===== config.mk =====
export PLATFORM = sky130hd
export DESIGN_NAME = lru_id_cache_stack
export DESIGN_NICKNAME = d
export VERILOG_FILES = /design/src/lics_pkg.sv /design/src/lics_ctrl.sv /design/src/lics_dp.sv /design/src/lru_id_cache_stack.sv
export SDC_FILE = /design/constraint.sdc
export NUM_CORES = 1
export LEC_CHECK = 0
export ABC_AREA = 1
export BUFFER_PORTS_ARGS = -buffer_cell sky130_fd_sc_hd__buf_2
export CORE_MARGIN = 8
export CORE_UTILIZATION = 60
export DETAILED_ROUTE_END_ITERATION = 12
export PLACE_DENSITY = 0.78
export SYNTH_ARGS = -nofsm -noshare
export SYNTH_HDL_FRONTEND = slang
export SYNTH_SLANG_ARGS = --single-unit
export TNS_END_PERCENT = 30

===== constraint.sdc =====
create_clock -name clk -period 4.55 [get_ports clk]
set_input_delay 0.91 -clock clk [delete_from_list [all_inputs] [get_ports clk]]
set_output_delay 0.91 -clock clk [all_outputs]
set_load 0.03 [all_outputs]

===== src/lics_pkg.sv =====
// Shared constants and controller/datapath command type for the LRU id stack.
`timescale 1ns / 1ps
`default_nettype none
package lics_pkg;

  // Stack geometry
  localparam int ENTRIES = 8;
  localparam int POS_W   = (ENTRIES > 1) ? $clog2(ENTRIES) : 1;

  // Field widths
  localparam int ID_W  = 15;
  localparam int HPOS_W = 3;

  // Controller to datapath commands
  typedef struct packed {
    logic load_id;  // capture the incoming request id
    logic update;   // search, reorder the stack and load the result register
  } lics_cmd_t;

endpackage
`default_nettype wire


===== src/lics_ctrl.sv =====
// Controller: request handshake, lookup sequencing and result valid tracking.
`timescale 1ns / 1ps
`default_nettype none
module lics_ctrl
  import lics_pkg::*;
(
  input  wire logic      clk,
  input  wire logic      rst_n,
  input  wire logic      in_valid,
  output logic           in_stall,
  output logic           out_valid,
  input  wire logic      out_stall,
  output lics_cmd_t      cmd
);

  localparam logic ST_IDLE   = 1'b0;
  localparam logic ST_UPDATE = 1'b1;

  logic state_r, state_nxt;
  logic out_valid_r, out_valid_nxt;
  logic out_free;

  // Result register can be written when empty or being drained this cycle
  assign out_free  = !out_valid_r || !out_stall;
  assign in_stall  = (state_r != ST_IDLE);
  assign out_valid = out_valid_r;

  // Next state and commands
  always_comb begin
    state_nxt     = state_r;
    cmd.load_id   = 1'b0;
    cmd.update    = 1'b0;
    out_valid_nxt = out_valid_r && out_stall;
    unique case (state_r)
      ST_IDLE: begin
        if (in_valid) begin
          cmd.load_id = 1'b1;
          state_nxt   = ST_UPDATE;
        end
      end
      ST_UPDATE: begin
        if (out_free) begin
          cmd.update    = 1'b1;
          out_valid_nxt = 1'b1;
          state_nxt     = ST_IDLE;
        end
      end
      default: state_nxt = ST_IDLE;
    endcase
  end

  // State registers
  always_ff @(posedge clk) begin
    if (!rst_n) begin
      state_r     <= ST_IDLE;
      out_valid_r <= 1'b0;
    end else begin
      state_r     <= state_nxt;
      out_valid_r <= out_valid_nxt;
    end
  end

endmodule
`default_nettype wire


===== src/lics_dp.sv =====
// Datapath: recency stack, parallel id compare, reorder and result register.
`timescale 1ns / 1ps
`default_nettype none
module lics_dp
  import lics_pkg::*;
(
  input  wire logic            clk,
  input  wire logic            rst_n,
  input  wire lics_cmd_t       cmd,
  input  wire logic [ID_W-1:0] in_request_id,
  output logic                 out_hit,
  output logic [HPOS_W-1:0]    out_hit_position,
  output logic                 out_evict_valid,
  output logic [ID_W-1:0]      out_evicted_id
);

  logic [ID_W-1:0]    id_r;
  logic [ID_W-1:0]    slot_ids_r [ENTRIES];
  logic [ID_W-1:0]    slot_ids_nxt [ENTRIES];
  logic [ENTRIES-1:0] slot_valid_r, slot_valid_nxt;

  logic               hit;
  logic [POS_W-1:0]   hit_idx;
  logic [POS_W-1:0]   from_idx;

  logic               hit_r;
  logic [HPOS_W-1:0]  hit_pos_r;
  logic               ev_valid_r;
  logic [ID_W-1:0]    ev_id_r;

  // Compare all slots; the highest matching slot wins
  always_comb begin
    hit     = 1'b0;
    hit_idx = '0;
    for (int i = 0; i < ENTRIES; i++) begin
      if (slot_valid_r[i] && (slot_ids_r[i] == id_r)) begin
        hit     = 1'b1;
        hit_idx = POS_W'(i);
      end
    end
  end

  // Shift down from the hit slot (or slot 0 on a miss), request id on top
  assign from_idx = hit ? hit_idx : '0;

  always_comb begin
    for (int i = 0; i < ENTRIES - 1; i++) begin
      if (POS_W'(i) >= from_idx) begin
        slot_ids_nxt[i]   = slot_ids_r[i+1];
        slot_valid_nxt[i] = slot_valid_r[i+1];
      end else begin
        slot_ids_nxt[i]   = slot_ids_r[i];
        slot_valid_nxt[i] = slot_valid_r[i];
      end
    end
    slot_ids_nxt[ENTRIES-1]   = id_r;
    slot_valid_nxt[ENTRIES-1] = 1'b1;
  end

  // Valid bits
  always_ff @(posedge clk) begin
    if (!rst_n) begin
      slot_valid_r <= '0;
    end else if (cmd.update) begin
      slot_valid_r <= slot_valid_nxt;
    end
  end

  // Id storage, request id and result payload
  always_ff @(posedge clk) begin
    if (cmd.load_id) begin
      id_r <= in_request_id;
    end
    if (cmd.update) begin
      slot_ids_r <= slot_ids_nxt;
      hit_r      <= hit;
      hit_pos_r  <= hit ? HPOS_W'(hit_idx) : '0;
      ev_valid_r <= !hit && slot_valid_r[0];
      ev_id_r    <= (!hit && slot_valid_r[0]) ? slot_ids_r[0] : '0;
    end
  end

  assign out_hit          = hit_r;
  assign out_hit_position = hit_pos_r;
  assign out_evict_valid  = ev_valid_r;
  assign out_evicted_id   = ev_id_r;

endmodule
`default_nettype wire


===== src/lru_id_cache_stack.sv =====
// Top level of the LRU id replacement stack.
//
//   channel | ports                         | direction
//   --------+-------------------------------+----------
//   in      | in_valid, in_stall, in_request_id | request in
//   out     | out_valid, out_stall, out_hit, out_hit_position,
//           | out_evict_valid, out_evicted_id   | result out
//
// Each request first has its id captured; then all slots are searched
// in parallel, the stack is reordered and the result register loaded.
// Synchronous active-low reset empties every slot; no clearing pass.
// A held result stalls the search cycle only; the next request is still
// captured while a result waits to be taken.
`timescale 1ns / 1ps
`default_nettype none
module lru_id_cache_stack
  import lics_pkg::*;
(
  input  wire logic            clk,
  input  wire logic            rst_n,
  input  wire logic            in_valid,
  output logic                 in_stall,
  input  wire logic [ID_W-1:0] in_request_id,
  output logic                 out_valid,
  input  wire logic            out_stall,
  output logic                 out_hit,
  output logic [HPOS_W-1:0]    out_hit_position,
  output logic                 out_evict_valid,
  output logic [ID_W-1:0]      out_evicted_id
);

  lics_cmd_t cmd;

  lics_ctrl u_ctrl (
    .clk       (clk),
    .rst_n     (rst_n),
    .in_valid  (in_valid),
    .in_stall  (in_stall),
    .out_valid (out_valid),
    .out_stall (out_stall),
    .cmd       (cmd)
  );

  lics_dp u_dp (
    .clk              (clk),
    .rst_n            (rst_n),
    .cmd              (cmd),
    .in_request_id    (in_request_id),
    .out_hit          (out_hit),
    .out_hit_position (out_hit_position),
    .out_evict_valid  (out_evict_valid),
    .out_evicted_id   (out_evicted_id)
  );

endmodule
`default_nettype wire


==> results of run 1 <==
path summary, 6_finish.rpt:
kind	end	startpoint	slack (ns)	depth (start not counted)
setup / recovery	u_dp.slot_ids_r[105]	u_dp.id_r[4]	1.30	11
hold / removal	u_dp.slot_ids_r[56]	u_dp.slot_ids_r[41]	0.45	0
setup reg to reg	u_dp.slot_ids_r[105]	u_dp.id_r[4]	1.30	11
hold reg to reg	u_dp.slot_ids_r[56]	u_dp.slot_ids_r[41]	0.45	0
cell type report:
cell class	instances	share of cell area, %
Sequential cell	165	54.0
Multi-Input combinational cell	561	30.1
Inverter	128	5.40
Clock buffer	22	4.94
Timing Repair Buffer	43	2.48
Tap cell	176	2.45
Clock inverter	10	0.654
power by group through the flow:
stage / combinational (µW) / clock, µW / sequential [µW]
2_1_floorplan: 308 / 0 / 1910
3_3_place_gp: 412 / 0 / 1930
3_5_place_dp: 417 / 0 / 1930
4_1_cts: 419 / 1260 / 1900
5_1_grt: 471 / 1310 / 1920
6_report: 423 / 1250 / 1910
state kept, by name, indices dropped and copies added, names as in the netlist:
name / count
u_dp.id_r: 15
u_dp.slot_valid_r: 8
u_dp.out_evicted_id: 15
u_dp.out_hit_position: 3
u_dp.out_evict_valid: 1
u_ctrl.in_stall: 1
u_ctrl.out_valid: 1
u_dp.out_hit: 1
u_dp.slot_ids_r: 120
through the flow:
stage	instances	area, µm²	total power (µW)
finish	1105	8990	3580
global route	1105	8990	3700
CTS	1105	8990	3580
detailed placement	1073	8480	2350
global placement	1073	8480	2340
floorplan	874	8220	2210
cells in the mapped netlist (3+ instances only):
cell type | n | share of area, %
nand3_1 | 13 | 0.79
o2111ai_1 | 5 | 0.53
nor2_1 | 105 | 4.8
edfxtp_1 | 155 | 57
o21ai_1 | 3 | 0.18
nand3b_1 | 3 | 0.27
a21oi_1 | 16 | 0.97
nor4_1 | 6 | 0.46
nand4_1 | 26 | 2.0
buf_6 | 8 | 1.1
nand2_1 | 254 | 12
nor3b_1 | 4 | 0.37
o22ai_1 | 8 | 0.61
nand2_2 | 7 | 0.53
dfxtp_1 | 10 | 2.4
inv_1 | 115 | 5.3
or2_1 | 12 | 0.91
nor3_1 | 9 | 0.55
or2_2 | 3 | 0.23
o21ai_0 | 28 | 1.7
xnor2_1 | 20 | 2.1
inv_2 | 11 | 0.50
nor2_2 | 12 | 0.91
buf_4 | 11 | 1.0
xor2_1 | 12 | 1.3
metal layers:
metal | up-vias | global-route usage (%) | share of wire [%]
li1 | 2937 | - | -
met1 | 2827 | 25.6 | 39
met2 | 284 | 40.9 | 49
met3 | 81 | 4.69 | 6.2
met4 | 0 | 16.6 | 5.9
met5 | - | 0 | 0
cells by family after synthesis:
family | Yosys count
simple gates | 464
flops | 165
buf+inv | 148
compound gates | 65
xor+xnor | 32
worst reg2reg max path: cells and delay by family (launching register included):
| kind | cells | cell delay [ns] |
|---|---|---|
| simple gates | 8 | 1.81 |
| buf+inv | 2 | 0.24 |
| compound gates | 1 | 0.10 |
| flops | 1 | 0.72 |
==> metrics.md, run 1 <==
| Metric | Value |
|---|---|
| FF/Latch Area | `4850 µm²` |
| Cell Area, Synth | `8220 µm²` |
| Port Buffers | `40` |
| Final core occ | `67.6%` |
| Syn Nets | `893` |
| Post-CTS sizing | `0` |
| Clk sink count | `165` |
| CTS H-tree depth | `4` |
| Initial antenna violation count | `0` |
| Internal power | `2620 µW` |
| Startpoint types | `register` |
| Critical path's largest stage delay | `0.72 ns` |
| Syn Inst Count | `874` |
| Post-synthesis mux area share | `0%` |
| Synth-to-Final Area Change | `9.35%` |
| RSZ-0062 raised after global routing | `false` |
| CP Data Required Time | `4.61 ns` |
| Critical Path End Type | `register` |
| Via density | `5.55` |
| Switch Pwr | `956 µW` |
| Post-synthesis compound-gate area fraction | `4.63%` |
| Row Count | `42` |
| Worst skew pair latency | `0.43 ns` |
| Type of the most critical hold path | `register to register` |
| Final wirelength | `20200 µm` |
| DR DRC count | `0` |
| Crit path buf inv count | `2` |
| Setup Buffers After CTS | `0` |
| First-pass iteration count of the detailed router | `6` |
| Final ANT Viol Nets | `0` |
| Clk pin slew, worst setup/hold paths | `0.06 ns` |
| Clk root buf | `clkbuf_16` |
| Wire length per cell | `18.3 µm` |
| Ys async rst share | `0%` |
| Vias | `6129` |
| Mapped Avg Cell Area | `9.40 µm²` |
| CTS tree | `done` |
| Number of synthesis warnings | `0` |
| Post-Synth Simple-Gate Area | `24.8%` |
| Die width | `133 µm` |
| Commonest non-fill, non-tap cell in the layout | `nand2_1` |
| GRT Resource Usage Total | `23.6%` |
| Critical path's slowest cell | `edfxtp_1` |
| Combinational power share | `11.8%` |
| Top_reg_cell synth | `edfxtp_1` |
| I/O pin count | `41` |
| Footprint of the multi-input gates | `2700 µm²` |
| Commonest non-fill, non-tap cells in the layout | `nand2_1 (254), edfxtp_1 (155), inv_1 (115)` |
| Layout cells sized above 1 | `11.7%` |
| Final worst slack | `1.30 ns` |
| Power Density | `398 nW/µm²` |
| Final GP Congestion | `0.992` |
| CTS buffer count | `17` |
| Worst slew margin | `41.2%` |
| Inserted Diodes | `0` |
| Setup TNS | `0 ns` |
| Max VDD drop | `284 µV` |
| Final period utilization | `71.5%` |
| Nets@finish | `935` |
| Status | `finished, final reports clean` |
| DP Wirelength | `15600 µm` |
| Main combinational cell family by area after synthesis | `simple AND/OR/NAND/NOR gates` |
| DIE HEIGHT | `133 µm` |
| Final Setup Violations | `0` |
| WHS | `0.450 ns` |
| Largest net degree at the start of global routing | `38` |
| Post-layout minimum cycle time | `3.25 ns` |
| Final count of hold timing violations | `0` |
| Vias in the first global route | `6195` |
| CTS max path bufs | `2` |
| Final Skew | `0.00613 ns` |
| Max Cap Viol | `0` |
| Sw Ratio | `26.7%` |
| Post-synthesis sequential area ratio | `59.1%` |
| Number of flops mapped to enable cells by yosys | `155` |
| Die area | `17700 µm²` |
| CP Cell Sequence | `inv_2 -> or2_1 -> o21ai_1 -> inv_1 -> nand4_1 -> nor2_1 -> nand2_1 -> nand2_2 -> nor2_8 -> nand2_4 -> nor2_2` |
| FMAX | `0.307 GHz` |
| DRT iter0 DRCs | `657` |
| Critical path type | `register to register` |
| CP arrival | `3.31 ns` |
| Worst slew pin tran | `0.882 ns` |
| Number of synthesized register bits | `165` |
| Crit path max-delay family | `simple AND/OR/NAND/NOR gates` |
| Hold_buf cts | `0` |
| Clk pwr share | `34.9%` |
| Synth Area in XOR/XNOR | `3.41%` |
| Leak | `0.00386 µW` |
| Adder-Cell Fraction of Synth Area | `0%` |
| Core outline area | `13300 µm²` |
| Worst Path Max Fanout | `20` |
| DP Worst Slack | `1.31 ns` |
| Initial core utilization | `61.8%` |
| Fillers | `1075` |
| Netlist cell types | `40` |
| Part of the power in registers | `53.3%` |
| First-pass GRT wire length | `31700 µm` |
| Slew Limit Fails | `0` |
| Total grt overflow | `0` |
Power figures use the tool's default switching activity.
==> run 2: changes to the inputs <==
- ABC_AREA: 1 -> 0
- PLACE_DENSITY: 0.78 -> 0.79
- clock period: 4.55 -> 3.1 ns (I/O delays scaled with it)
==> metrics.md, run 2 <==
| Metric | Value |
|---|---|
| GRT Resource Usage Total | `17.2% (-6.5 points)` |
| DRT iter0 DRCs | `255 (-61%)` |
| Top_reg_cell synth | `edfxtp_1` |
| Critical path's slowest cell | `edfxtp_1` |
| Leak | `0.00252 µW (-35%)` |
| Switch Pwr | `1150 µW (+20%)` |
| Footprint of the multi-input gates | `1800 µm² (-33%)` |
| CP Cell Sequence | `buf_4 -> xnor2_1 -> nand4_1 -> nor4_4 -> nor3_2 -> buf_4 -> and2_1` |
| Final worst slack | `0.249 ns (-1.05 ns)` |
| CTS tree | `done` |
| Critical path type | `register to register` |
| Total grt overflow | `0 (unchanged)` |
| Core outline area | `11200 µm² (-16%)` |
| Initial core utilization | `60.6% (-1.2 points)` |
| Part of the power in registers | `55.3% (+2.0 points)` |
| Commonest cells post-synth | `edfxtp_1 (155), xnor2_1 (117), nand4_1 (32)` |
| Via density | `5.53 (-0.34%)` |
| Hold_buf cts | `0 (unchanged)` |
| Netlist cell types | `36 (-10%)` |
| Crit path buf inv count | `2 (unchanged)` |
| Ys async rst share | `0% (unchanged)` |
| Slew Limit Fails | `0 (unchanged)` |
| FMAX | `0.351 GHz (+14%)` |
| Mapped Avg Cell Area | `16.7 µm² (+78%)` |
| Number of flops mapped to enable cells by yosys | `155 (unchanged)` |
| Critical path's largest stage delay | `0.60 ns (-0.12 ns)` |
| Post-synthesis sequential area ratio | `71.4% (+12 points)` |
| Clk pwr share | `37.4% (+2.5 points)` |
| First-pass GRT wire length | `19000 µm (-40%)` |
| Largest Register | `u_dp.slot_ids_r` |
| FF/Latch Area | `4850 µm² (unchanged)` |
| Nets@finish | `475 (-49%)` |
| CTS H-tree depth | `4 (unchanged)` |
| Crit path top cell by count | `buf_4` |
| DR DRC count | `0 (unchanged)` |
| Worst Path Max Fanout | `19 (-5.0%)` |
| Yosys top cell by area | `edfxtp_1` |
| Final count of hold timing violations | `0 (unchanged)` |
| CTS buffer count | `17 (unchanged)` |
| Final wirelength | `12000 µm (-41%)` |
| CP Data Required Time | `3.17 ns (-1.44 ns)` |
| Combinational power share | `7.3% (-4.5 points)` |
| Critical Path End Type | `register` |
| Final GP Congestion | `0.858 (-14%)` |
| Startpoint types | `register` |
| Port Buffers | `40 (unchanged)` |
| Row Count | `39 (-7.1%)` |
| Sw Ratio | `23.3% (-3.4 points)` |
| Syn Inst Count | `406 (-54%)` |
| Die width | `122 µm (-8.0%)` |
| Worst slew pin tran | `0.753 ns (-0.128 ns)` |
| CP arrival | `2.92 ns (-0.39 ns)` |
| Internal power | `3770 µW (+44%)` |
| Number of synthesis warnings | `0 (unchanged)` |
| Synth-to-Final Area Change | `12.2%` |
| Final Setup Violations | `0 (unchanged)` |
| Commonest non-fill, non-tap cell in the layout | `edfxtp_1` |
| DIE HEIGHT | `122 µm (-8.0%)` |
| Syn Nets | `425 (-52%)` |
| Crit path max-delay family | `simple AND/OR/NAND/NOR gates` |
| Synth area leaders | `edfxtp_1 (68%), xnor2_1 (15%), dfxtp_1 (2.9%)` |
| DP Worst Slack | `0.162 ns (-1.15 ns)` |
| Setup Buffers After CTS | `0 (unchanged)` |
| RSZ-0062 raised after global routing | `false` |
| Final Skew | `0.00948 ns (+0.00335 ns)` |
| Die area | `15000 µm² (-15%)` |
| Status | `finished, final reports clean` |
| Max VDD drop | `416 µV (+47%)` |
| DP Wirelength | `9010 µm (-42%)` |
| CTS max path bufs | `2 (unchanged)` |
| Setup TNS | `0 ns (unchanged)` |
| Max Cap Viol | `0 (unchanged)` |
| Top cell type's share of synthesized area | `68.4% (+12 points)` |
| Final period utilization | `92.0% (+20 points)` |
| I/O pin count | `41 (unchanged)` |
| Cell Area, Synth | `6800 µm² (-17%)` |
| First-pass iteration count of the detailed router | `4 (-2)` |
| Fillers | `759 (-29%)` |
| Post-layout minimum cycle time | `2.85 ns (-0.403 ns)` |
| Power Density | `645 nW/µm² (+62%)` |
| Vias in the first global route | `3719 (-40%)` |
| Max FFs per register | `120 (unchanged)` |
| Number of synthesized register bits | `165 (unchanged)` |
| Layout cells sized above 1 | `20.7% (+8.9 points)` |
| Worst slew margin | `49.8% (+8.6 points)` |
| Inserted Diodes | `0 (unchanged)` |
| Cell with the most instances after synthesis | `edfxtp_1` |
| Clk sink count | `165 (unchanged)` |
| Wire length per cell | `19.6 µm (+7.0%)` |
| Initial antenna violation count | `0 (unchanged)` |
| Commonest non-fill, non-tap cells in the layout | `edfxtp_1 (155), xnor2_1 (117), buf_2 (40)` |
| Vias | `3383 (-45%)` |
| Worst skew pair latency | `0.42 ns (about the same)` |
| Type of the most critical hold path | `primary input to register` |
| Clk pin slew, worst setup/hold paths | `0.06 ns (about the same)` |
| Final ANT Viol Nets | `0 (unchanged)` |
| Largest net degree at the start of global routing | `34 (-11%)` |
| Clk root buf | `clkbuf_16` |
run 2: what timing repair did:
| action | 4_1_cts | 5_1_grt |
|---|---|---|
| resized for setup | 0 | 1 |
| endpoints found under the setup margin | 0 | 15 |
| endpoints found under the hold margin | 0 | 0 |
run 2: power groups by stage:
| stage | combinational [µW] | clock (µW) | sequential, µW |
|---|---|---|---|
| finish | 359 | 1840 | 2720 |
| global placement | 351 | 0 | 2750 |
| CTS | 363 | 1860 | 2720 |
| floorplan | 274 | 0 | 2730 |
| detailed placement | 361 | 0 | 2770 |
| global route | 390 | 1940 | 2730 |
run 2: path summary, 6_finish.rpt:
| path | startpoint | to | slack (ns) | depth (start not counted) |
|---|---|---|---|---|
| min | in_request_id[7] | u_dp.id_r[7] | 0.37 | 1 |
| max reg2reg | u_dp.id_r[3] | u_dp.slot_ids_r[60] | 0.25 | 7 |
| min reg2reg | u_dp.slot_valid_r[7] | u_dp.slot_valid_r[6] | 0.47 | 2 |
| max | u_dp.id_r[3] | u_dp.slot_ids_r[60] | 0.25 | 7 |
run 2: final cells by class:
type                    instances  area share (%)
clock inverters                13            1.13
multi-input cells             221            23.6
inverters                       3           0.148
well taps                     143            2.35
clock buffers                  19            5.68
repair buffers                 48            3.46
flip-flops and latches        165            63.6
run 2: routing by layer:
| metal | share of wire, % | track usage, % | routed length (µm) |
|---|---|---|---|
| met5 | 0 | 0 | 0 |
| met4 | 3.3 | 9.22 | 397 |
| met3 | 4.3 | 4.37 | 516 |
| met2 | 53 | 30.7 | 6290 |
| met1 | 40 | 18.4 | 4770 |
run 2: stage by stage:
| stage | hold WS (ns) | cells | power, µW | utilization [%] | instance area [µm²] |
|---|---|---|---|---|---|
| finish | 0.371 | 612 | 4920 | 68.0 | 7630 |
| CTS | 0.359 | 611 | 4950 | 67.8 | 7610 |
| global placement | 0.450 | 579 | 3100 | 63.2 | 7090 |
| global route | 0.360 | 612 | 5060 | 68.0 | 7630 |
| detailed placement | 0.457 | 579 | 3130 | 63.2 | 7090 |
| floorplan | 0.421 | 406 | 3010 | - | 6800 |
run 2: worst register-to-register path, delay by kind of cell, from the launching register on:
family | cells | cell delay (ns)
AND/OR/NAND/NOR | 4 | 1.23
flip-flops | 1 | 0.60
buffers and inverters | 2 | 0.51
XOR/XNOR | 1 | 0.15
run 2: cell families after synthesis:
kind of cell / synth area share [%]
multiplexers: 0.589
buffers and inverters: 2.28
XOR/XNOR: 15.8
flip-flops: 71.4
AO/OA/AOI/OAI: 1.09
AND/OR/NAND/NOR: 8.87
